==> src/rtl/bmhq_pkg.sv <==
// Package with the types, constants and compare function of the binary min-heap queue.
package bmhq_pkg;

	localparam int CAPACITY = 64;
	localparam int KEY_W    = 32;
	localparam int ADDR_W   = $clog2(CAPACITY);
	localparam int CNT_W    = $clog2(CAPACITY + 1);

	// Output tdata: popped_key, popped_valid, entry_total, top_key, top_valid.
	localparam int OUT_BITS    = KEY_W + 1 + CNT_W + KEY_W + 1;
	localparam int OUT_TDATA_W = ((OUT_BITS + 7) / 8) * 8;

	typedef enum logic {
		CMD_PUSH = 1'b0,
		CMD_POP  = 1'b1
	} cmd_t;

	typedef enum logic [1:0] {
		STAT_OK    = 2'd0,
		STAT_EMPTY = 2'd1,
		STAT_FULL  = 2'd2
	} status_t;

	typedef enum logic [3:0] {
		ST_IDLE,
		ST_UP_RD,
		ST_UP_CMP,
		ST_POP_RD,
		ST_POP_LD,
		ST_DN_RD,
		ST_DN_CMP,
		ST_FIN,
		ST_DONE
	} state_t;

	typedef struct packed {
		cmd_t             command;
		logic [KEY_W-1:0] key;
	} item_t;

	typedef struct packed {
		status_t          status;
		logic [KEY_W-1:0] popped_key;
		logic             popped_valid;
		logic [CNT_W-1:0] entry_total;
		logic [KEY_W-1:0] top_key;
		logic             top_valid;
	} result_t;

	typedef struct packed {
		logic              we;
		logic [ADDR_W-1:0] waddr;
		logic [KEY_W-1:0]  wdata;
		logic [ADDR_W-1:0] raddr_a;
		logic [ADDR_W-1:0] raddr_b;
	} mem_req_t;

	// Strictly-less compare; signed order flips the sign bits.
	function automatic logic key_less(input logic [KEY_W-1:0] a,
			input logic [KEY_W-1:0] b, input logic signed_order);
		logic [KEY_W-1:0] fa;
		logic [KEY_W-1:0] fb;
		fa = a ^ {signed_order, {(KEY_W-1){1'b0}}};
		fb = b ^ {signed_order, {(KEY_W-1){1'b0}}};
		return fa < fb;
	endfunction

endpackage

==> src/rtl/bmhq_ram.sv <==
// Generic memory with one write port and two registered read ports.
module bmhq_ram #(
	parameter int DEPTH = 64,
	parameter int WIDTH = 32
) (
	input  logic                     clk,
	input  logic                     we,
	input  logic [$clog2(DEPTH)-1:0] waddr,
	input  logic [WIDTH-1:0]         wdata,
	input  logic [$clog2(DEPTH)-1:0] raddr_a,
	input  logic [$clog2(DEPTH)-1:0] raddr_b,
	output logic [WIDTH-1:0]         rdata_a,
	output logic [WIDTH-1:0]         rdata_b
);

	logic [WIDTH-1:0] mem [DEPTH];

	always_ff @(posedge clk) begin
		if (we) begin
			mem[waddr] <= wdata;
		end
	end

	always_ff @(posedge clk) begin
		rdata_a <= mem[raddr_a];
		rdata_b <= mem[raddr_b];
	end

endmodule

==> src/rtl/bmhq_ctrl.sv <==
// Sequencer that runs the sift-up and sift-down walks over the heap memory.
module bmhq_ctrl (
	input  logic                      clk,
	input  logic                      arst_n,
	input  logic                      start,
	input  bmhq_pkg::item_t           item,
	output logic                      ready,
	input  logic                      key_order,
	output bmhq_pkg::mem_req_t        mem_req,
	input  logic [bmhq_pkg::KEY_W-1:0] rdata_a,
	input  logic [bmhq_pkg::KEY_W-1:0] rdata_b,
	output logic                      res_valid,
	input  logic                      res_ready,
	output bmhq_pkg::result_t         result
);
	import bmhq_pkg::*;

	localparam int CW = ADDR_W + 2;
	localparam logic [CNT_W-1:0] CAP_CNT = CNT_W'(CAPACITY);

	state_t            state_q, state_d;
	logic [ADDR_W-1:0] pos_q;
	logic [KEY_W-1:0]  val_q;
	logic [CNT_W-1:0]  cnt_q;
	logic [KEY_W-1:0]  top_q;
	status_t           status_q;
	logic [KEY_W-1:0]  popped_q;
	logic              pvalid_q;

	logic [ADDR_W-1:0] pos_m1;
	logic [ADDR_W-1:0] parent;
	logic [CW-1:0]     left_idx;
	logic [CW-1:0]     right_idx;
	logic [CW-1:0]     cnt_ext;
	logic              has_left;
	logic              has_right;
	logic              pick_right;
	logic [KEY_W-1:0]  child_key;
	logic [ADDR_W-1:0] child_pos;
	logic              up_move;
	logic              dn_move;

	assign pos_m1     = pos_q - ADDR_W'(1);
	assign parent     = {1'b0, pos_m1[ADDR_W-1:1]};
	assign left_idx   = {1'b0, pos_q, 1'b1};
	assign right_idx  = left_idx + CW'(1);
	assign cnt_ext    = CW'(cnt_q);
	assign has_left   = left_idx < cnt_ext;
	assign has_right  = right_idx < cnt_ext;
	// On equal children the left one wins.
	assign pick_right = has_right && key_less(rdata_b, rdata_a, key_order);
	assign child_key  = pick_right ? rdata_b : rdata_a;
	assign child_pos  = pick_right ? right_idx[ADDR_W-1:0] : left_idx[ADDR_W-1:0];
	assign up_move    = key_less(val_q, rdata_a, key_order);
	assign dn_move    = key_less(child_key, val_q, key_order);

	always_comb begin
		state_d = state_q;
		case (state_q)
			ST_IDLE: begin
				if (start) begin
					if (item.command == CMD_PUSH) begin
						if (cnt_q == CAP_CNT) begin
							state_d = ST_DONE;
						end else if (cnt_q == '0) begin
							state_d = ST_FIN;
						end else begin
							state_d = ST_UP_RD;
						end
					end else begin
						if (cnt_q == CNT_W'(1) || cnt_q == '0) begin
							state_d = ST_DONE;
						end else begin
							state_d = ST_POP_RD;
						end
					end
				end
			end
			ST_UP_RD:  state_d = ST_UP_CMP;
			ST_UP_CMP: begin
				if (up_move && parent != '0) begin
					state_d = ST_UP_RD;
				end else begin
					state_d = ST_FIN;
				end
			end
			ST_POP_RD: state_d = ST_POP_LD;
			ST_POP_LD: state_d = ST_DN_RD;
			ST_DN_RD:  state_d = has_left ? ST_DN_CMP : ST_FIN;
			ST_DN_CMP: state_d = dn_move ? ST_DN_RD : ST_FIN;
			ST_FIN:    state_d = ST_DONE;
			ST_DONE: begin
				if (res_ready) begin
					state_d = ST_IDLE;
				end
			end
			default:   state_d = ST_IDLE;
		endcase
	end

	// The walk alternates read and compare states, so a read never meets a
	// write to the same entry that is still in flight.
	always_comb begin
		ready           = 1'b0;
		res_valid       = 1'b0;
		mem_req.we      = 1'b0;
		mem_req.waddr   = pos_q;
		mem_req.wdata   = val_q;
		mem_req.raddr_a = left_idx[ADDR_W-1:0];
		mem_req.raddr_b = right_idx[ADDR_W-1:0];
		case (state_q)
			ST_IDLE:   ready = 1'b1;
			ST_UP_RD:  mem_req.raddr_a = parent;
			ST_UP_CMP: begin
				if (up_move) begin
					mem_req.we    = 1'b1;
					mem_req.wdata = rdata_a;
				end
			end
			ST_POP_RD: mem_req.raddr_a = cnt_q[ADDR_W-1:0];
			ST_DN_CMP: begin
				if (dn_move) begin
					mem_req.we    = 1'b1;
					mem_req.wdata = child_key;
				end
			end
			ST_FIN:    mem_req.we = 1'b1;
			ST_DONE:   res_valid = 1'b1;
			default: begin
			end
		endcase
	end

	always_ff @(posedge clk or negedge arst_n) begin
		if (!arst_n) begin
			state_q <= ST_IDLE;
			cnt_q   <= '0;
		end else begin
			state_q <= state_d;
			if (state_q == ST_IDLE && start) begin
				if (item.command == CMD_PUSH && cnt_q != CAP_CNT) begin
					cnt_q <= cnt_q + CNT_W'(1);
				end else if (item.command == CMD_POP && cnt_q != '0) begin
					cnt_q <= cnt_q - CNT_W'(1);
				end
			end
		end
	end

	always_ff @(posedge clk) begin
		if (mem_req.we && mem_req.waddr == '0) begin
			top_q <= mem_req.wdata;
		end
		case (state_q)
			ST_IDLE: begin
				if (start) begin
					status_q <= STAT_OK;
					popped_q <= '0;
					pvalid_q <= 1'b0;
					pos_q    <= cnt_q[ADDR_W-1:0];
					val_q    <= item.key;
					if (item.command == CMD_PUSH) begin
						if (cnt_q == CAP_CNT) begin
							status_q <= STAT_FULL;
						end
					end else if (cnt_q == '0) begin
						status_q <= STAT_EMPTY;
					end else begin
						popped_q <= top_q;
						pvalid_q <= 1'b1;
					end
				end
			end
			ST_UP_CMP: begin
				if (up_move) begin
					pos_q <= parent;
				end
			end
			ST_POP_LD: begin
				val_q <= rdata_a;
				pos_q <= '0;
			end
			ST_DN_CMP: begin
				if (dn_move) begin
					pos_q <= child_pos;
				end
			end
			default: begin
			end
		endcase
	end

	always_comb begin
		result.status       = status_q;
		result.popped_key   = popped_q;
		result.popped_valid = pvalid_q;
		result.entry_total  = cnt_q;
		result.top_valid    = cnt_q != '0;
		result.top_key      = (cnt_q != '0) ? top_q : '0;
	end

endmodule

==> src/rtl/binary_min_heap_queue.sv <==
// Top level of the binary min-heap priority queue.
//
//  channel  dir  handshake              payload
//  s_*      in   s_tvalid / s_tready    tdata key, tuser command
//  m_*      out  m_tvalid / m_tready    tdata result fields, tuser status
//  cfg_*    in   cfg_valid / cfg_ready  cfg_data key_order
//
// One item at a time: a push reads and compares once per parent compared; a pop loads the last
// entry into the root, then reads and compares once per level compared and reads once more when it
// ends at a leaf. A full push or a pop with at most one entry goes straight to the result.
// Reset clears the entry count, the key order and the output valid flag; the memory is not cleared.
// A stalled result waits in the output register while the next item is already accepted.
module binary_min_heap_queue (
	input  logic                              clk,
	input  logic                              arst_n,
	input  logic                              s_tvalid,
	output logic                              s_tready,
	input  logic [31:0]                       s_tdata,  // [31:0] key
	input  logic [0:0]                        s_tuser,  // [0] command
	output logic                              m_tvalid,
	input  logic                              m_tready,
	// [31:0] popped_key, [32] popped_valid, [39:33] entry_total,
	// [71:40] top_key, [72] top_valid, rest zero
	output logic [bmhq_pkg::OUT_TDATA_W-1:0]  m_tdata,
	output logic [1:0]                        m_tuser,  // [1:0] status
	input  logic                              cfg_valid,
	output logic                              cfg_ready,
	input  logic                              cfg_data
);
	import bmhq_pkg::*;

	logic      key_order_q;
	item_t     item;
	logic      ready;
	mem_req_t  mem_req;
	logic [KEY_W-1:0] rdata_a;
	logic [KEY_W-1:0] rdata_b;
	logic      res_valid;
	logic      res_ready;
	result_t   result;
	logic      out_valid_q;
	result_t   out_q;

	assign cfg_ready = 1'b1;

	always_ff @(posedge clk or negedge arst_n) begin
		if (!arst_n) begin
			key_order_q <= 1'b0;
		end else if (cfg_valid) begin
			key_order_q <= cfg_data;
		end
	end

	assign item.command = cmd_t'(s_tuser[0]);
	assign item.key     = s_tdata[KEY_W-1:0];
	assign s_tready     = ready;

	bmhq_ctrl u_ctrl (
		.clk       (clk),
		.arst_n    (arst_n),
		.start     (s_tvalid),
		.item      (item),
		.ready     (ready),
		.key_order (key_order_q),
		.mem_req   (mem_req),
		.rdata_a   (rdata_a),
		.rdata_b   (rdata_b),
		.res_valid (res_valid),
		.res_ready (res_ready),
		.result    (result)
	);

	bmhq_ram #(
		.DEPTH (CAPACITY),
		.WIDTH (KEY_W)
	) u_ram (
		.clk     (clk),
		.we      (mem_req.we),
		.waddr   (mem_req.waddr),
		.wdata   (mem_req.wdata),
		.raddr_a (mem_req.raddr_a),
		.raddr_b (mem_req.raddr_b),
		.rdata_a (rdata_a),
		.rdata_b (rdata_b)
	);

	assign res_ready = !out_valid_q || m_tready;

	always_ff @(posedge clk or negedge arst_n) begin
		if (!arst_n) begin
			out_valid_q <= 1'b0;
		end else if (res_ready) begin
			out_valid_q <= res_valid;
		end
	end

	always_ff @(posedge clk) begin
		if (res_ready && res_valid) begin
			out_q <= result;
		end
	end

	assign m_tvalid = out_valid_q;
	assign m_tuser  = out_q.status;
	assign m_tdata  = {{(OUT_TDATA_W - OUT_BITS){1'b0}}, out_q.top_valid, out_q.top_key,
		out_q.entry_total, out_q.popped_valid, out_q.popped_key};

endmodule
==> config.mk <==
export PLATFORM = sky130hd
export DESIGN_NAME = binary_min_heap_queue
export DESIGN_NICKNAME = d
export VERILOG_FILES = /design/src/rtl/bmhq_pkg.sv /design/src/rtl/bmhq_ram.sv /design/src/rtl/bmhq_ctrl.sv /design/src/rtl/binary_min_heap_queue.sv
export SDC_FILE = /design/constraint.sdc
export NUM_CORES = 2
export LEC_CHECK = 0
export BUFFER_PORTS_ARGS = -buffer_cell sky130_fd_sc_hd__buf_2
export CAP_MARGIN = 20
export CORE_UTILIZATION = 42
export CTS_BUF_LIST = sky130_fd_sc_hd__clkbuf_4 sky130_fd_sc_hd__clkbuf_8 sky130_fd_sc_hd__clkbuf_16
export DETAILED_ROUTE_END_ITERATION = 16
export PLACE_DENSITY = 0.64
export SYNTH_ARGS = -nofsm -noshare
export SYNTH_HDL_FRONTEND = slang
export SYNTH_HIERARCHICAL = 1
export SYNTH_SLANG_ARGS = --single-unit
==> constraint.sdc <==
create_clock -name clk -period 11.8 [get_ports clk]
set_clock_uncertainty 0.05 [all_clocks]
set_input_delay 1.18 -clock clk [delete_from_list [all_inputs] [get_ports clk]]
set_output_delay 1.18 -clock clk [all_outputs]
set_load 0.005 [all_outputs]
Word-level counts from Yosys, hierarchy flattened
Memories as Yosys holds them, arrays and structs flattened. A register that Yosys moved wholly into a read port is not among the register bits. Cells that the tools add are included.

Add/subtract/negate cells: 4. Magnitude comparators: 5. Equal/unequal tests: 15. Muxes and demuxes: 35. Bitwise gates (word level): 5. Reductions and logical operators: 24.

Operators with widths (count): 32-bit 2-to-1 mux (4); 32-bit case mux with 2 select lines (2); 32-bit bitwise XOR (4); 32-bit less-than comparator (3); 4-bit case mux with 9 select lines (1); 6-bit 2-to-1 mux (4); 6-bit case mux with 4 select lines (1); 4-bit 2-to-1 mux (5); 4-bit by 3-bit equality test with 1-bit output, second input constant (4); 7-bit 2-to-1 mux (2); 6-bit case mux with 2 select lines (1); 1-bit 2-to-1 mux (9); 7-bit by 1-bit adder with 8-bit output, second input constant (1); 4-bit by 2-bit equality test with 1-bit output, second input constant (2); 8-bit by 7-bit less-than comparator with 1-bit output (1); 2-bit AND reduction (4); 7-bit by 1-bit adder with 7-bit output, second input constant (1); 7-bit by 1-bit equality test with 1-bit output, second input constant (1); 7-bit equality test, second input constant (1); 1-bit logical AND (7); 7-bit logical NOT (1); 7-bit less-than comparator (1); 7-bit != test, second input constant (1); 7-bit nonzero test (1); other kinds (19) (26).

Register bits after elaboration: 193. Bits in writable memories: 2048. Bits of input ports: 39. Output and inout port bits: 85. Word-level logic and storage cells: 105. Memories kept: 1.

Memory list: u_ram.mem (depth 64, bits a word 32, rd ports 2, clocked after Yosys merged registers in 2, wr ports 1, line bmhq_ram.sv:16) `logic [WIDTH-1:0] mem [DEPTH];`.

Longest topological paths before layout
Depth after elaboration: 10. Mapped depth: 24. Gate-level depth less buffers: 23.

Modules after synthesis
Netlist, hierarchy kept.

By module, submodules not included: bmhq_ram (times used 1, cells each 4412, area each 95660.5 um^2, sequential area each 62780.2 um^2); bmhq_ctrl (times used 1, cells each 865, area each 8934.8 um^2, sequential area each 3428.3 um^2); binary_min_heap_queue (times used 1, cells each 91, area each 2411.1 um^2, sequential area each 2302.2 um^2).

Worst setup path before layout
OpenSTA, ideal clock, no wires.

Kind: register -> register. Start point: reg u_ctrl.pos_q[0]. End point: mem u_ram.mem[48][0] (enable). Library setup time: 0.461 ns. Data arrival time: 6.513 ns. Slack: 4.776 ns. Stages on the path, launching flop included: 22. Period minus slack after synthesis: 7.024 ns. Cells stage by stage: edfxtp_1 ha_1 and3_4 xor2_1 ha_1 a21boi_0 o31ai_1 and4_2 nand3_2 buf_2 mux2_2 ha_1 a211oi_1 o21ai_0 a211oi_1 o22ai_1 a21oi_1 o31a_1 o211ai_1 nand2_1 nand4b_1 nor3_1.

RTL lines: start, declared (line bmhq_ctrl.sv:22) `logic [ADDR_W-1:0] pos_q;`; start signal, assigned (line bmhq_ctrl.sv:160) `pos_q <= cnt_q[ADDR_W-1:0];`; start signal, assigned (line bmhq_ctrl.sv:176) `pos_q <= parent;`; start signal, assigned (line bmhq_ctrl.sv:185) `pos_q <= child_pos;`; end, declared (line bmhq_ram.sv:16).

==> results.ini <==
[worst_setup_path]
critPathKind = flip-flop to flip-flop
reg2reg_depth = 24
crit_path_max_fanout = 29
end_kind = flip-flop
path_cells = nand3_1 -> nor2_1 -> xor2_1 -> ha_1 -> a31o_1 -> a2111oi_0 -> and4_2 -> nand3_2 -> buf_4 -> nor2_1 -> a21oi_1 -> xnor2_1 -> ha_1 -> a22o_1 -> nor4_1 -> a32oi_1 -> a21oi_1 -> o31a_1 -> o211ai_1 -> nand2_1 -> nor2b_1 -> nand3_1 -> nor2_4 -> buf_4
slowest_delay_ns = 0.95
reg2reg_to = u_ram/mem[22][16]
r2r_start = u_ctrl/pos_q[2]
arrival_ns = 9.46
critPathRequiredTime_ns = 12.29
slowest_stage = edfxtp_1
worst-r2r-setup-slack_ns = 2.82
critPathLaunchType = flip-flop

[routing]
drtIter0Drc = 8077
drtAntennaViolNets = 0
routed_wl_mm = 319
drc = 0
dr.pass1.iters = 6
via_per_inst = 6.60
vias = 59700
routedWlPerCell_um = 35.2

[global_routing]
grt_pass1_wl_mm = 452
grt_max_degree = 506
grt_antenna_before_repair = 26
grt_pass1_vias = 59100
grt_overflow_total = 0
grt_usage_pct = 24.7

[status]
failed_checks = max-slew violations
outcome = finished, violations left

[clock_tree]
htree_levels = 4
cts_hold_buf = 0
cts_inserted_buffers = 236
postCtsSetupRepairBufs = 0
clk_latency_ns = 0.90
clk_path_buf_depth = 3
root_buffer = clkbuf_16
path_clk_slew_ns = 0.07
clock_sinks = 2305
cts_resized = 0
cts_tree = done

[timing]
tightest_slew_ns = 2.49
fmax_mhz = 111
finalSetupTns_ns = 0
finalCritPeriodShare_pct = 76.1
slew_viol_final = 337
hold_viol = 0
period_needed_ns = 8.98
worst_slack_ns = 2.82
rsz0062_at_grt = no
maxSlewHeadroom_pct = -66.1
setup_violations = 0

[floorplan]
coreArea_um2 = 252000
start_util_pct = 42.4
num_io_pins = 124
fp.dieW_um = 507
fp.dieArea_um2 = 257000
die_height_um = 507
num_rows = 184

[synth]
synth-seq-cells = 2305
ys_types = 81
syn_inst = 5368
synth_flop_cell = edfxtp_1
synth-async-reset-ratio_pct = 0.564
synth.avg_cell_area_um2 = 19.9
yosysWarnings = 6
synth_edf_count = 2228
ys_seq_area_share_pct = 64.0
netlist_area_um2 = 107000

[hold_path]
hold_path_class = input port to async pin

[finish]
final_nets = 5647
multiInputGateArea_um2 = 36800
drive_gt1_share_pct = 35.7
fin_area_um2 = 120000
syn_to_final_growth_pct = 12.2
fillers = 20700
seq_area_um2 = 68500

[run]
max-cap-violations = 0

[placement]
io_buffers = 115
pre_cts_slack_ns = 3.08
globalplace.congestion = 0.899
place_area_um2 = 112000
hpwl_mm = 195

-- state kept, by name, indices dropped and copies added (netlist names) --
register	count
u_ctrl/pos_q	6
m_tuser	2
m_tvalid	1
u_ram/rdata_a	32
key_order_q	1
m_tdata	73
u_ctrl/pvalid_q	1
u_ctrl/status_q	2
u_ctrl/top_q	32
u_ctrl/val_q	32
u_ctrl/cnt_q	7
u_ram/mem	2048
u_ram/rdata_b	32
u_ctrl/state_q	4
u_ctrl/popped_q	32
-- metal layers --
layer  GRT usage [%]  share of wire [%]
met1            35.3                 40
met2            38.0                 46
met3            6.11                 11
met4            6.55                2.6
met5               0              0.029
-- synth_stat cells (13+ instances only) --
cell	n	area (um2)
nand2_1	130	488
a221oi_1	16	140
clkbuf_1	161	604
and3_1	33	206
nor3_1	14	70.1
mux2i_1	209	2090
mux4_2	1124	25300
o22ai_1	60	375
and2_1	40	250
o211ai_1	29	218
a211oi_1	24	180
nand4_1	15	93.8
a21oi_1	101	505
dfxtp_1	64	1280
a221o_1	32	320
o21ai_1	31	155
o221ai_1	17	149
mux2_2	97	1090
nand3_1	27	135
edfxtp_1	2228	66900
nor2b_1	51	319
buf_6	18	203
buf_2	128	641
nand2b_1	17	106
buf_4	66	495
inv_1	87	327
nor2_1	122	458
buf_1	25	93.8
dfrtp_1	13	325
a22oi_1	86	646
o21ai_0	48	240
ha_1	109	1360
-- logic make-up (layout without fill, tap and decap cells) --
| logic type | Yosys count | in the layout | synth area share [%] |
|---|---|---|---|
| fa+ha+maj | 109 | 109 | 1.27 |
| compound gates | 513 | 513 | 3.30 |
| mux | 1432 | 1432 | 26.7 |
| other cells | 3 | 16 | 0.0105 |
| flops | 2305 | 2305 | 64.0 |
| simple gates | 500 | 500 | 2.35 |
| buf+inv | 486 | 811 | 2.21 |
| xor+xnor | 20 | 20 | 0.171 |
-- layout make-up --
cell class | count | share of cell area [%]
Multi-Input combinational cell | 2583 | 30.7
Inverter | 88 | 0.281
Sequential cell | 2305 | 57.1
Timing Repair Buffer | 285 | 1.78
Clock inverter | 146 | 1.38
Antenna cell | 7 | 0.0146
Tap cell | 3348 | 3.49
Clock buffer | 292 | 5.30
-- critical path: cells and delay by family, from the launching register on --
kind	cells	cell delay [ns]
XOR/XNOR	2	0.24
AND/OR/NAND/NOR	10	3.94
buffers and inverters	2	0.91
AO/OA/AOI/OAI	8	1.94
flip-flops	1	0.95
adder cells (fa/ha/maj)	2	0.54
-- stage by stage --
step	hold WS [ns]	cells	utilization (%)
2_1_floorplan	0.350	5374	-
3_3_place_gp	0.351	8596	44.3
3_5_place_dp	0.355	8602	44.4
4_1_cts	0.111	9040	47.5
5_1_grt	0.161	9047	47.6
6_report	0.172	9054	47.6
-- layout by cell type (no fill, tap or decap), types with 15 or more instances in the layout --
master,n
buf_4,147
clkinv_1,46
nand3_1,27
and3_1,33
nor2_4,63
mux2i_1,209
bufinv_16,33
clkbuf_4,54
a211oi_1,24
a22oi_1,86
o221ai_1,17
buf_12,18
ha_1,108
clkinvlp_4,16
nand2b_1,16
o211ai_1,29
nor2_1,59
a221o_2,30
edfxtp_1,2228
o21ai_1,31
o21ai_0,44
mux4_2,1124
mux2_2,97
clkbuf_16,238
a21oi_1,100
nor2b_1,46
a221oi_1,16
inv_1,86
nand2_1,130
clkinv_2,34
o22ai_1,60
and2_1,38
nand4_1,15
buf_2,116
dfxtp_1,64
-- worst max-delay path by stage --
stage	from	end	depth (start not counted)
finish	u_ctrl/pos_q[2]	u_ram/mem[22][16]	24
CTS	u_ctrl/pos_q[2]	u_ram/mem[22][21]	24
global placement	u_ctrl/pos_q[2]	u_ram/mem[22][26]	23
floorplan	u_ctrl/pos_q[0]	u_ram/mem[48][0]	21
global route	u_ctrl/pos_q[2]	u_ram/mem[22][30]	24
detailed placement	u_ctrl/pos_q[2]	u_ram/mem[22][26]	24
Power is left out: the tool's default activity adds up to more than one toggle a clock period on the data nets, which glitch-free logic cannot reach.
